File: src/rtl/core/mcbk_pkg.sv
// ----------------------------------------------------------------------------
// mcbk_pkg: shared types for the Morse beacon keyer
// Request and result payloads, control store, symbol and code tables.
// ----------------------------------------------------------------------------
package mcbk_pkg;

	localparam int TEXT_CHARS = 8;            // characters held in the text register
	localparam logic [7:0] CASE_FOLD = 8'd32; // lower to upper case distance

	// configuration register indexes
	localparam logic [2:0] CFG_DOT_LENGTH    = 3'd0;
	localparam logic [2:0] CFG_ID_INTERVAL   = 3'd1;
	localparam logic [2:0] CFG_FIRST_DELAY   = 3'd2;
	localparam logic [2:0] CFG_CALLSIGN_TEXT = 3'd3;
	localparam logic [2:0] CFG_CALLSIGN_LEN  = 3'd4;

	localparam logic OP_TICK  = 1'b0;
	localparam logic OP_START = 1'b1;

	typedef struct packed {
		logic        op;
		logic [31:0] now_ms;
		logic        radio_enabled;
	} cmd_t;

	typedef struct packed {
		logic key_on;
		logic keying_active;
		logic id_complete;
	} key_t;

	typedef enum logic [1:0] {
		GAP_TONE   = 2'd0,
		GAP_ELEM   = 2'd1,
		GAP_LETTER = 2'd2
	} gap_t;

	// datapath operations
	typedef enum logic [3:0] {
		ACT_NONE,
		ACT_LOAD,
		ACT_LATCH,
		ACT_SCAN_STEP,
		ACT_FIRST_CHAR,
		ACT_BEGIN_TONE,
		ACT_SCHED_ID,
		ACT_TONE_OFF,
		ACT_LETTER_GAP,
		ACT_ID_DONE,
		ACT_ELEM_GAP,
		ACT_ELEM_ADV,
		ACT_ARM,
		ACT_RADIO_OFF,
		ACT_EMIT
	} act_t;

	// branch conditions
	typedef enum logic [3:0] {
		COND_NEVER,
		COND_ALWAYS,
		COND_NO_CMD,
		COND_IS_START,
		COND_NOT_ARMED,
		COND_RADIO_LOW,
		COND_SENDING,
		COND_START_WAIT,
		COND_SCAN_END,
		COND_SCAN_MISS,
		COND_SEG_WAIT,
		COND_IN_GAP,
		COND_MORE_ELEM,
		COND_OUT_BUSY
	} cond_t;

	typedef logic [4:0] upc_t;

	localparam upc_t UPC_FETCH      = 5'd0;
	localparam upc_t UPC_IS_START   = 5'd1;
	localparam upc_t UPC_ARMED      = 5'd2;
	localparam upc_t UPC_RADIO      = 5'd3;
	localparam upc_t UPC_BUSY       = 5'd4;
	localparam upc_t UPC_DUE        = 5'd5;
	localparam upc_t UPC_LATCH      = 5'd6;
	localparam upc_t UPC_SCAN0_END  = 5'd7;
	localparam upc_t UPC_SCAN0_STEP = 5'd8;
	localparam upc_t UPC_FOUND      = 5'd9;
	localparam upc_t UPC_TONE       = 5'd10;
	localparam upc_t UPC_NO_CHARS   = 5'd11;
	localparam upc_t UPC_SEG        = 5'd12;
	localparam upc_t UPC_GAP_CHK    = 5'd13;
	localparam upc_t UPC_TONE_OFF   = 5'd14;
	localparam upc_t UPC_SCAN1_END  = 5'd15;
	localparam upc_t UPC_SCAN1_STEP = 5'd16;
	localparam upc_t UPC_LETTER_GAP = 5'd17;
	localparam upc_t UPC_LAST       = 5'd18;
	localparam upc_t UPC_ELEM_GAP   = 5'd19;
	localparam upc_t UPC_GAP_END    = 5'd20;
	localparam upc_t UPC_START      = 5'd21;
	localparam upc_t UPC_OFF        = 5'd22;
	localparam upc_t UPC_EMIT       = 5'd31; // falls through to FETCH on wrap

	typedef struct packed {
		act_t  act;
		cond_t cond;
		upc_t  target;
	} ucode_t;

	// condition flags from the datapath
	typedef struct packed {
		logic no_cmd;
		logic is_start;
		logic not_armed;
		logic radio_low;
		logic sending;
		logic start_wait;
		logic scan_end;
		logic scan_miss;
		logic seg_wait;
		logic in_gap;
		logic more_elem;
		logic out_busy;
	} flags_t;

	typedef struct packed {
		logic       valid;
		logic [5:0] idx;
	} sym_t;

	typedef struct packed {
		logic [2:0] len;
		logic [4:0] dash; // bit k set: element k is a dash
	} code_t;

	function automatic ucode_t ucode(input upc_t a);
		ucode_t w;
		unique case (a)
			UPC_FETCH:      w = '{ACT_LOAD,       COND_NO_CMD,     UPC_FETCH};
			UPC_IS_START:   w = '{ACT_NONE,       COND_IS_START,   UPC_START};
			UPC_ARMED:      w = '{ACT_NONE,       COND_NOT_ARMED,  UPC_EMIT};
			UPC_RADIO:      w = '{ACT_NONE,       COND_RADIO_LOW,  UPC_OFF};
			UPC_BUSY:       w = '{ACT_NONE,       COND_SENDING,    UPC_SEG};
			UPC_DUE:        w = '{ACT_NONE,       COND_START_WAIT, UPC_EMIT};
			UPC_LATCH:      w = '{ACT_LATCH,      COND_NEVER,      UPC_FETCH};
			UPC_SCAN0_END:  w = '{ACT_NONE,       COND_SCAN_END,   UPC_NO_CHARS};
			UPC_SCAN0_STEP: w = '{ACT_SCAN_STEP,  COND_SCAN_MISS,  UPC_SCAN0_END};
			UPC_FOUND:      w = '{ACT_FIRST_CHAR, COND_NEVER,      UPC_FETCH};
			UPC_TONE:       w = '{ACT_BEGIN_TONE, COND_ALWAYS,     UPC_EMIT};
			UPC_NO_CHARS:   w = '{ACT_SCHED_ID,   COND_ALWAYS,     UPC_EMIT};
			UPC_SEG:        w = '{ACT_NONE,       COND_SEG_WAIT,   UPC_EMIT};
			UPC_GAP_CHK:    w = '{ACT_NONE,       COND_IN_GAP,     UPC_GAP_END};
			UPC_TONE_OFF:   w = '{ACT_TONE_OFF,   COND_MORE_ELEM,  UPC_ELEM_GAP};
			UPC_SCAN1_END:  w = '{ACT_NONE,       COND_SCAN_END,   UPC_LAST};
			UPC_SCAN1_STEP: w = '{ACT_SCAN_STEP,  COND_SCAN_MISS,  UPC_SCAN1_END};
			UPC_LETTER_GAP: w = '{ACT_LETTER_GAP, COND_ALWAYS,     UPC_EMIT};
			UPC_LAST:       w = '{ACT_ID_DONE,    COND_ALWAYS,     UPC_EMIT};
			UPC_ELEM_GAP:   w = '{ACT_ELEM_GAP,   COND_ALWAYS,     UPC_EMIT};
			UPC_GAP_END:    w = '{ACT_ELEM_ADV,   COND_ALWAYS,     UPC_TONE};
			UPC_START:      w = '{ACT_ARM,        COND_ALWAYS,     UPC_EMIT};
			UPC_OFF:        w = '{ACT_RADIO_OFF,  COND_ALWAYS,     UPC_EMIT};
			UPC_EMIT:       w = '{ACT_EMIT,       COND_OUT_BUSY,   UPC_EMIT};
			default:        w = '{ACT_NONE,       COND_ALWAYS,     UPC_FETCH};
		endcase
		return w;
	endfunction

	// fold case, map A-Z to 0..25 and 0-9 to 26..35
	function automatic sym_t sym_of(input logic [7:0] c);
		logic [7:0] u;
		sym_t       s;
		u = c;
		if (c >= "a" && c <= "z") u = c - CASE_FOLD;
		s.valid = 1'b0;
		s.idx   = '0;
		if (u >= "A" && u <= "Z") begin
			s.valid = 1'b1;
			s.idx   = 6'(u - 8'("A"));
		end else if (u >= "0" && u <= "9") begin
			s.valid = 1'b1;
			s.idx   = 6'(8'd26 + (u - 8'("0")));
		end
		return s;
	endfunction

	function automatic code_t morse_code(input logic [5:0] idx);
		code_t k;
		case (idx)
			6'd0:  k = '{3'd2, 5'b00010}; // A .-
			6'd1:  k = '{3'd4, 5'b00001}; // B
			6'd2:  k = '{3'd4, 5'b00101}; // C
			6'd3:  k = '{3'd3, 5'b00001}; // D
			6'd4:  k = '{3'd1, 5'b00000}; // E
			6'd5:  k = '{3'd4, 5'b00100}; // F
			6'd6:  k = '{3'd3, 5'b00011}; // G
			6'd7:  k = '{3'd4, 5'b00000}; // H
			6'd8:  k = '{3'd2, 5'b00000}; // I
			6'd9:  k = '{3'd4, 5'b01110}; // J
			6'd10: k = '{3'd3, 5'b00101}; // K
			6'd11: k = '{3'd4, 5'b00010}; // L
			6'd12: k = '{3'd2, 5'b00011}; // M
			6'd13: k = '{3'd2, 5'b00001}; // N
			6'd14: k = '{3'd3, 5'b00111}; // O
			6'd15: k = '{3'd4, 5'b00110}; // P
			6'd16: k = '{3'd4, 5'b01011}; // Q
			6'd17: k = '{3'd3, 5'b00010}; // R
			6'd18: k = '{3'd3, 5'b00000}; // S
			6'd19: k = '{3'd1, 5'b00001}; // T
			6'd20: k = '{3'd3, 5'b00100}; // U
			6'd21: k = '{3'd4, 5'b01000}; // V
			6'd22: k = '{3'd3, 5'b00110}; // W
			6'd23: k = '{3'd4, 5'b01001}; // X
			6'd24: k = '{3'd4, 5'b01101}; // Y
			6'd25: k = '{3'd4, 5'b00011}; // Z
			6'd26: k = '{3'd5, 5'b11111}; // 0 -----
			6'd27: k = '{3'd5, 5'b11110}; // 1
			6'd28: k = '{3'd5, 5'b11100}; // 2
			6'd29: k = '{3'd5, 5'b11000}; // 3
			6'd30: k = '{3'd5, 5'b10000}; // 4
			6'd31: k = '{3'd5, 5'b00000}; // 5
			6'd32: k = '{3'd5, 5'b00001}; // 6
			6'd33: k = '{3'd5, 5'b00011}; // 7
			6'd34: k = '{3'd5, 5'b00111}; // 8
			6'd35: k = '{3'd5, 5'b01111}; // 9
			default: k = '{3'd0, 5'b00000};
		endcase
		return k;
	endfunction

endpackage

File: src/rtl/core/mcbk_useq.sv
// ----------------------------------------------------------------------------
// mcbk_useq: control sequencer
// Step counter over the control store with one conditional jump per word.
// ----------------------------------------------------------------------------
module mcbk_useq (
	input  logic             clk,
	input  logic             arst_n,
	input  mcbk_pkg::flags_t flags,
	output mcbk_pkg::ucode_t ctl
);

	mcbk_pkg::upc_t upc_q;
	mcbk_pkg::upc_t upc_d;
	logic           take;

	assign ctl = mcbk_pkg::ucode(upc_q);

	always_comb begin
		unique case (ctl.cond)
			mcbk_pkg::COND_NEVER:      take = 1'b0;
			mcbk_pkg::COND_ALWAYS:     take = 1'b1;
			mcbk_pkg::COND_NO_CMD:     take = flags.no_cmd;
			mcbk_pkg::COND_IS_START:   take = flags.is_start;
			mcbk_pkg::COND_NOT_ARMED:  take = flags.not_armed;
			mcbk_pkg::COND_RADIO_LOW:  take = flags.radio_low;
			mcbk_pkg::COND_SENDING:    take = flags.sending;
			mcbk_pkg::COND_START_WAIT: take = flags.start_wait;
			mcbk_pkg::COND_SCAN_END:   take = flags.scan_end;
			mcbk_pkg::COND_SCAN_MISS:  take = flags.scan_miss;
			mcbk_pkg::COND_SEG_WAIT:   take = flags.seg_wait;
			mcbk_pkg::COND_IN_GAP:     take = flags.in_gap;
			mcbk_pkg::COND_MORE_ELEM:  take = flags.more_elem;
			mcbk_pkg::COND_OUT_BUSY:   take = flags.out_busy;
			default:                   take = 1'b0;
		endcase
	end

	// the last word wraps to step zero
	assign upc_d = take ? ctl.target : upc_q + 5'd1;

	always_ff @(posedge clk or negedge arst_n) begin
		if (!arst_n) begin
			upc_q <= mcbk_pkg::UPC_FETCH;
		end else begin
			upc_q <= upc_d;
		end
	end

endmodule

File: src/rtl/core/morse_callsign_beacon_keyer_unit.sv
// ----------------------------------------------------------------------------
// morse_callsign_beacon_keyer_unit: periodic Morse ID keyer
// Keys a callsign as timed tone/gap segments on millisecond tick requests.
// ----------------------------------------------------------------------------
//
//  channel  | direction | handshake          | payload
//  ---------+-----------+--------------------+-------------------------------
//  cmd      | in        | cmd_valid/cmd_stall| op, now_ms, radio_enabled
//  key      | out       | key_valid/key_stall| key_on, keying_active, id_complete
//  cfg      | in        | cfg_valid/cfg_ready| cfg_index, cfg_data
//
//  One result per request, loaded after accept once the scans have passed
//  any characters that are not letters or digits; the sequencer then goes
//  back to the fetch step. One request in flight; cmd is taken only at the
//  fetch step. The result waits in an output register; the sequencer holds
//  at its emit step only if that register is still stalled.
//  Async reset clears control and timing state; config takes its defaults.
//
module morse_callsign_beacon_keyer_unit #(
	parameter int MAX_CHARS = 8
) (
	input  logic           clk,
	input  logic           arst_n,
	// request channel
	input  logic           cmd_valid,
	output logic           cmd_stall,
	input  mcbk_pkg::cmd_t cmd,
	// result channel
	output logic           key_valid,
	input  logic           key_stall,
	output mcbk_pkg::key_t key,
	// config write channel
	input  logic           cfg_valid,
	output logic           cfg_ready,
	input  logic [2:0]     cfg_index,
	input  logic [63:0]    cfg_data
);

	localparam int CW = $clog2(MAX_CHARS + 1); // cursor width, holds MAX_CHARS

	// config registers
	logic [14:0] dot_q;
	logic [30:0] interval_q;
	logic [30:0] first_q;
	logic [63:0] text_q;
	logic [3:0]  len_q;

	// latched at ID start
	logic [14:0]   lat_dot_q;
	logic [63:0]   lat_text_q;
	logic [CW-1:0] lat_len_q;

	// request held during processing
	logic        op_q;
	logic [31:0] now_q;
	logic        radio_q;

	// keyer state
	logic           armed_q;
	logic           sending_q;
	logic           tone_q;
	logic           done_q;
	logic [31:0]    nst_q;   // next ID start time
	logic [31:0]    seg_q;   // current segment end time
	logic [CW-1:0]  cc_q;    // character cursor
	logic [CW-1:0]  j_q;     // scan cursor
	logic [2:0]     elem_q;
	mcbk_pkg::gap_t gap_q;

	// result register
	logic           key_valid_q;
	mcbk_pkg::key_t key_q;

	mcbk_pkg::ucode_t ctl;
	mcbk_pkg::flags_t flags;

	mcbk_useq u_useq (
		.clk    (clk),
		.arst_n (arst_n),
		.flags  (flags),
		.ctl    (ctl)
	);

	// ------------------------------------------------------------------
	// datapath combinational terms
	// ------------------------------------------------------------------
	logic [7:0]        byte_j;
	logic [7:0]        byte_c;
	mcbk_pkg::sym_t    sym_j;
	mcbk_pkg::sym_t    sym_c;
	mcbk_pkg::code_t   code_c;
	logic [2:0]        n_elems;
	logic [7:0]        dash8;
	logic [15:0]       three_dots;
	logic [15:0]       tone_len;
	logic [31:0]       start_diff;
	logic [31:0]       seg_diff;
	logic              key_busy;
	logic [CW-1:0]     lat_len_d;

	// positions past the text register read as NUL, which is skipped
	assign byte_j = (32'(j_q) < 32'(mcbk_pkg::TEXT_CHARS)) ?
		8'(lat_text_q >> {j_q, 3'b000}) : 8'd0;
	assign byte_c = (32'(cc_q) < 32'(mcbk_pkg::TEXT_CHARS)) ?
		8'(lat_text_q >> {cc_q, 3'b000}) : 8'd0;

	assign sym_j   = mcbk_pkg::sym_of(byte_j);
	assign sym_c   = mcbk_pkg::sym_of(byte_c);
	assign code_c  = mcbk_pkg::morse_code(sym_c.idx);
	assign n_elems = sym_c.valid ? code_c.len : 3'd0;
	assign dash8   = sym_c.valid ? {3'b000, code_c.dash} : 8'd0;

	// 3 x dot, kept to 16 bits
	assign three_dots = 16'({2'b00, lat_dot_q} + {1'b0, lat_dot_q, 1'b0});
	assign tone_len   = dash8[elem_q] ? three_dots : {1'b0, lat_dot_q};

	// wrap-safe deadline check: deadline reached when sign bit of diff is 0
	assign start_diff = now_q - nst_q;
	assign seg_diff   = now_q - seg_q;

	assign key_busy = key_valid_q && key_stall;

	assign lat_len_d = ({28'd0, len_q} > 32'(MAX_CHARS)) ? CW'(MAX_CHARS) : CW'(len_q);

	always_comb begin
		flags.no_cmd     = !cmd_valid;
		flags.is_start   = (op_q == mcbk_pkg::OP_START);
		flags.not_armed  = !armed_q;
		flags.radio_low  = !radio_q;
		flags.sending    = sending_q;
		flags.start_wait = start_diff[31];
		flags.scan_end   = !(j_q < lat_len_q);
		flags.scan_miss  = !sym_j.valid;
		flags.seg_wait   = seg_diff[31];
		flags.in_gap     = (gap_q != mcbk_pkg::GAP_TONE);
		flags.more_elem  = ({1'b0, elem_q} + 4'd1) < {1'b0, n_elems};
		flags.out_busy   = key_busy;
	end

	// request is taken only at the fetch step
	assign cmd_stall = (ctl.act != mcbk_pkg::ACT_LOAD);
	assign cfg_ready = 1'b1;

	// ------------------------------------------------------------------
	// config registers
	// ------------------------------------------------------------------
	always_ff @(posedge clk or negedge arst_n) begin
		if (!arst_n) begin
			dot_q      <= 15'd60;
			interval_q <= 31'd600000;
			first_q    <= 31'd10000;
			text_q     <= '0;
			len_q      <= '0;
		end else if (cfg_valid && cfg_ready) begin
			case (cfg_index)
				mcbk_pkg::CFG_DOT_LENGTH:    dot_q      <= cfg_data[14:0];
				mcbk_pkg::CFG_ID_INTERVAL:   interval_q <= cfg_data[30:0];
				mcbk_pkg::CFG_FIRST_DELAY:   first_q    <= cfg_data[30:0];
				mcbk_pkg::CFG_CALLSIGN_TEXT: text_q     <= cfg_data;
				mcbk_pkg::CFG_CALLSIGN_LEN:  len_q      <= cfg_data[3:0];
				default: ;
			endcase
		end
	end

	// ------------------------------------------------------------------
	// datapath registers, one operation per control word
	// ------------------------------------------------------------------
	always_ff @(posedge clk or negedge arst_n) begin
		if (!arst_n) begin
			op_q       <= mcbk_pkg::OP_TICK;
			now_q      <= '0;
			radio_q    <= 1'b0;
			lat_dot_q  <= '0;
			lat_text_q <= '0;
			lat_len_q  <= '0;
			armed_q    <= 1'b0;
			sending_q  <= 1'b0;
			tone_q     <= 1'b0;
			done_q     <= 1'b0;
			nst_q      <= '0;
			seg_q      <= '0;
			cc_q       <= '0;
			j_q        <= '0;
			elem_q     <= '0;
			gap_q      <= mcbk_pkg::GAP_TONE;
		end else begin
			unique case (ctl.act)
				mcbk_pkg::ACT_LOAD: begin
					if (cmd_valid) begin
						op_q    <= cmd.op;
						now_q   <= cmd.now_ms;
						radio_q <= cmd.radio_enabled;
						done_q  <= 1'b0;
					end
				end
				mcbk_pkg::ACT_LATCH: begin
					lat_dot_q  <= dot_q;
					lat_text_q <= text_q;
					lat_len_q  <= lat_len_d;
					j_q        <= '0;
				end
				mcbk_pkg::ACT_SCAN_STEP: begin
					if (!sym_j.valid) j_q <= j_q + CW'(1);
				end
				mcbk_pkg::ACT_FIRST_CHAR: begin
					sending_q <= 1'b1;
					cc_q      <= j_q;
					elem_q    <= '0;
				end
				mcbk_pkg::ACT_BEGIN_TONE: begin
					gap_q  <= mcbk_pkg::GAP_TONE;
					tone_q <= 1'b1;
					seg_q  <= now_q + {16'd0, tone_len};
				end
				mcbk_pkg::ACT_SCHED_ID: begin
					nst_q <= now_q + {1'b0, interval_q};
				end
				mcbk_pkg::ACT_TONE_OFF: begin
					tone_q <= 1'b0;
					j_q    <= cc_q + CW'(1);
				end
				mcbk_pkg::ACT_LETTER_GAP: begin
					gap_q  <= mcbk_pkg::GAP_LETTER;
					cc_q   <= j_q;
					elem_q <= '0;
					seg_q  <= now_q + {16'd0, three_dots};
				end
				mcbk_pkg::ACT_ID_DONE: begin
					sending_q <= 1'b0;
					gap_q     <= mcbk_pkg::GAP_TONE;
					nst_q     <= now_q + {1'b0, interval_q};
					done_q    <= 1'b1;
				end
				mcbk_pkg::ACT_ELEM_GAP: begin
					gap_q <= mcbk_pkg::GAP_ELEM;
					seg_q <= now_q + {17'd0, lat_dot_q};
				end
				mcbk_pkg::ACT_ELEM_ADV: begin
					// letter gap ends on element zero of the new character
					if (gap_q == mcbk_pkg::GAP_ELEM) elem_q <= elem_q + 3'd1;
				end
				mcbk_pkg::ACT_ARM: begin
					armed_q   <= 1'b1;
					sending_q <= 1'b0;
					tone_q    <= 1'b0;
					nst_q     <= now_q + {1'b0, first_q};
				end
				mcbk_pkg::ACT_RADIO_OFF: begin
					sending_q <= 1'b0;
					tone_q    <= 1'b0;
					nst_q     <= now_q + {1'b0, first_q};
				end
				default: ;
			endcase
		end
	end

	// ------------------------------------------------------------------
	// result register
	// ------------------------------------------------------------------
	always_ff @(posedge clk or negedge arst_n) begin
		if (!arst_n) begin
			key_valid_q <= 1'b0;
		end else if (ctl.act == mcbk_pkg::ACT_EMIT && !key_busy) begin
			key_valid_q <= 1'b1;
		end else if (!key_stall) begin
			key_valid_q <= 1'b0;
		end
	end

	always_ff @(posedge clk) begin
		if (ctl.act == mcbk_pkg::ACT_EMIT && !key_busy) begin
			key_q.key_on        <= tone_q && sending_q;
			key_q.keying_active <= sending_q;
			key_q.id_complete   <= done_q;
		end
	end

	assign key_valid = key_valid_q;
	assign key       = key_q;

	// ------------------------------------------------------------------
	// assertions
	// ------------------------------------------------------------------
	a_one_in_flight: assert property (@(posedge clk) disable iff (!arst_n)
		(cmd_valid && !cmd_stall) |=> cmd_stall)
		else $error("request accepted while previous one in progress");

	a_tone_needs_id: assert property (@(posedge clk) disable iff (!arst_n)
		tone_q |-> sending_q)
		else $error("tone keyed outside an ID");

	a_gap_is_silent: assert property (@(posedge clk) disable iff (!arst_n)
		(gap_q != mcbk_pkg::GAP_TONE) |-> !tone_q)
		else $error("tone on during a gap segment");

	a_done_ends_id: assert property (@(posedge clk) disable iff (!arst_n)
		(key_valid && key.id_complete) |-> (!key.keying_active && !key.key_on))
		else $error("ID completion reported while still keying");

endmodule
File: config.mk
export PLATFORM = sky130hd
export DESIGN_NAME = morse_callsign_beacon_keyer_unit
export DESIGN_NICKNAME = d
export VERILOG_FILES = /design/src/rtl/core/mcbk_pkg.sv /design/src/rtl/core/mcbk_useq.sv /design/src/rtl/core/morse_callsign_beacon_keyer_unit.sv
export SDC_FILE = /design/constraint.sdc
export NUM_CORES = 1
export LEC_CHECK = 0
export BUFFER_PORTS_ARGS = -buffer_cell sky130_fd_sc_hd__buf_2
export CORE_UTILIZATION = 40
export CTS_CLUSTER_DIAMETER = 40
export DETAILED_ROUTE_END_ITERATION = 10
export PLACE_DENSITY_LB_ADDON = 0.12
export SLEW_MARGIN = 20
export SYNTH_ARGS = -nofsm -noshare
export SYNTH_HDL_FRONTEND = slang
export SYNTH_SLANG_ARGS = --single-unit
File: constraint.sdc
create_clock -name clk -period 18.4 [get_ports clk]
set_input_delay 0.92 -clock clk [delete_from_list [all_inputs] [get_ports clk]]
set_output_delay 0.92 -clock clk [all_outputs]
set_load 0.02 [all_outputs]
==> impl_summary.txt <==
----------------------------------------------------
[Run status]
  Status ... complete, no violations

[Clock tree]
  Post-CTS Repair Setup Buffers ... 0
  Number of buffers on the longest clock path ... 3
  CTS H-tree lvls ... 3
  Count of instances resized after the clock tree is built ... 0
  Clock latency on the worst-skew pair ... 600 ps
  Clock input transition at the sequential cells of the worst setup and hold paths ... 50 ps
  Total clock sinks ... 352
  Post-CTS Hold Buffers ... 0
  Clock tree from TritonCTS ... yes
  Number of buffers inserted during clock tree synthesis ... 69
  Root Buffer Master ... clkbuf_16

[Finish]
  Area Overhead vs Synth ... 16.9%
  Most used cells in the layout excluding fill and tap cells ... dfrtp_1, mux2_2, nand2_1
  Proportion of layout cells with a drive suffix above 1 ... 30.5%
  Post-Layout Inst Area ... 24,500 um2
  # nets final ... 2,241
  Final instance count without filler cells ... 2,744
  Most common cell after layout, fill and taps aside ... dfrtp_1

[Synthesis]
  Cell area after synthesis ... 20,900 um2
  Cell taking the most area after synthesis ... dfrtp_1
  Most used flip-flop cell after synthesis ... dfrtp_1
  Number of register bits inferred by synthesis ... 352
  Post-synthesis async set-or-reset flop share ... 99.1%
  Sequential cell area fraction in the yosys report ... 42.2%
  Fraction of synthesized cell area taken by the top area cell type ... 39.7%
  Yosys Warn Count ... 0
  Post-synthesis net count ... 2,123
  Count of cell types in the netlist ... 91
  Top area cells in the synthesized netlist ... dfrtp_1, mux2_2, ha_1, mux2i_1, nand2_1
  Number of synthesized flops with an enable pin ... 3
  Mean instance size in the synthesized netlist ... 11.1 um2
  Gate count after technology mapping ... 1,889

[Detailed routing]
  Via count ... 15.0k
  Post-detailed-route DRC marker count ... 0
  Number of detailed-routing iterations run before antenna repair ... 5
  Average detailed-routed wire length per instance ... 19.1 um
  Aggregate routed wire length ... 52,400 um
  Via density ... 5.46
  Number of violations reported at the end of detailed-routing iteration 0 ... 895
  Post-route ant nets ... 0

[Critical path]
  Largest fanout on the critical path ... 32
  Required time of the critical path ... 18,840 ps
  Maximum single-stage delay on the critical path ... 860 ps
  Type of destination of the critical path ... flip-flop
  Most numerous cell on the critical path ... o21ai_0
  Depth of the worst register-to-register path ... 33
  WS Path Type ... flip-flop to flip-flop
  Worst-case register-to-register setup slack ... 8480 ps
  Worst reg2reg path endpoint ... seg_q[26]
  Cell with the largest stage delay on the worst path ... o31ai_4
  Arrival @ worst endpoint ... 10,370 ps
  FF-to-FF Start ... cc_q[0]
  Worst setup SP type ... flip-flop

[STA]
  Endpoints failing setup ... 0
  Measured slew at the worst slew-check pin ... 1050 ps
  Max-slew violation count ... 0
  FMAX ... 101 MHz
  Final Critical Period ... 9920 ps
  Setup repair after global routing missed its margin ... false
  Final clock period utilization by the worst path ... 53.9%
  Relative slew slack ... 28.8%
  Final Hold Violating Endpoints ... 0
  Sum of negative setup slack ... 0 ps
  Final worst clock skew ... 27.2 ps

[Global route]
  First-pass GRT wire length ... 84,300 um
  Antenna violations before repair ... 9
  Remaining Overflow, GRT ... 0
  Via count of the first global-routing pass ... 15.3k
  Pin count of the biggest net entering global routing ... 126
  Overall routing resource usage ... 20.2%

[Floorplan]
  Chip width ... 231 um
  Die area ... 53,300 um2
  Core Box Area ... 51,500 um2
  Die H ... 231 um
  I/O pin cnt ... 112
  Starting density of the core ... 40.6%
  Row cnt ... 83

[Placed design]
  Final weighted congestion in routability-driven placement ... 0.862
  Placed instance area ... 22,200 um2
  Total placed cells including tap cells ... 2,616
  Number of buffer cells added on primary ports ... 110
  DP Wirelength ... 37,800 um

[Flow run]
  Count of maximum capacitance violations ... 0

[Worst hold path]
  Hold Crit Class ... input port to asynchronous set/reset pin

----------------------------------------------------
==> per-layer routing <==
metal / global-route usage [%] / wire length, um
met1: 27.2 / 24800
met2: 31.8 / 23600
met3: 4.63 / 2360
met4: 7.10 / 1540
met5: 0 / 82
==> logic make-up after synthesis <==
family / Yosys count / share of synthesized area (%)
flip-flops: 352 / 42.2
AND/OR/NAND/NOR: 407 / 9.45
adder cells (fa/ha/maj): 128 / 7.76
AO/OA/AOI/OAI: 387 / 12.0
multiplexers: 408 / 22.8
other: 1 / 0.0179
buffers and inverters: 136 / 2.79
XOR/XNOR: 70 / 2.93
==> sequential cells by signal, summed over array words and instances (netlist names), 3 cells and up <==
signal	cells
seg_q	32
dot_q	15
lat_text_q	64
j_q	4
lat_dot_q	15
cc_q	4
now_q	32
elem_q	3
interval_q	31
key	3
u_useq.upc_q	5
text_q	64
lat_len_q	4
first_q	31
len_q	4
nst_q	32
==> synthesized netlist by cell type (11+ instances only) <==
cell        n
dfstp_2    17
xor2_1     18
o31ai_1    11
xnor2_1    52
clkbuf_1   58
nor2b_1    21
dfrtp_1   332
nand2_1   153
a21oi_1    90
nand3_1    26
mux2i_1    72
a21o_1     33
nor2_1     68
a211oi_1   14
ha_1      125
o21ai_0   110
a31oi_1    15
nand2b_1   25
nor3_1     33
inv_1      53
mux4_2     22
and3_1     12
mux2_2    306
o21bai_1   15
==> worst max-delay path by stage <==
| stage | start | endpoint | slack [ps] | cells past startpoint |
|---|---|---|---|---|
| floorplan | cc_q[0] | seg_q[24] | 10240 | 38 |
| global placement | cc_q[0] | seg_q[26] | 8520 | 33 |
| detailed placement | cc_q[0] | seg_q[30] | 8260 | 33 |
| CTS | cc_q[0] | seg_q[26] | 8220 | 33 |
| global route | cc_q[0] | seg_q[31] | 7570 | 33 |
| finish | cc_q[0] | seg_q[26] | 8480 | 33 |
==> cell type report <==
class                      count  area [um2]
clock buffer                  86        1900
inverter                      56         210
fill                        4850       27000
timing repair buffer         127         692
sequential                   352        8840
tap                          680         851
antenna                        2        5.00
clock inverter                40         377
multi-input combinational   1401       11600
==> stage by stage <==
stage,util [%],worst slack (ps),hold WS [ps]
2_1_floorplan,-,10240,425
3_3_place_gp,43.1,8520,447
3_5_place_dp,43.1,8260,448
4_1_cts,47.5,8220,453
5_1_grt,47.5,7570,459
6_report,47.5,8480,379
==> critical path: cells and delay by family, from the launching register on <==
family / cells / cell delay, ps
AO/OA/AOI/OAI: 16 / 5340
AND/OR/NAND/NOR: 8 / 1580
adder cells (fa/ha/maj): 3 / 830
multiplexers: 3 / 790
buffers and inverters: 2 / 700
flip-flops: 1 / 310
XOR/XNOR: 1 / 180
Power is not shown: default switching activity piles up to over one toggle a cycle in this logic, so the estimate is an artifact.
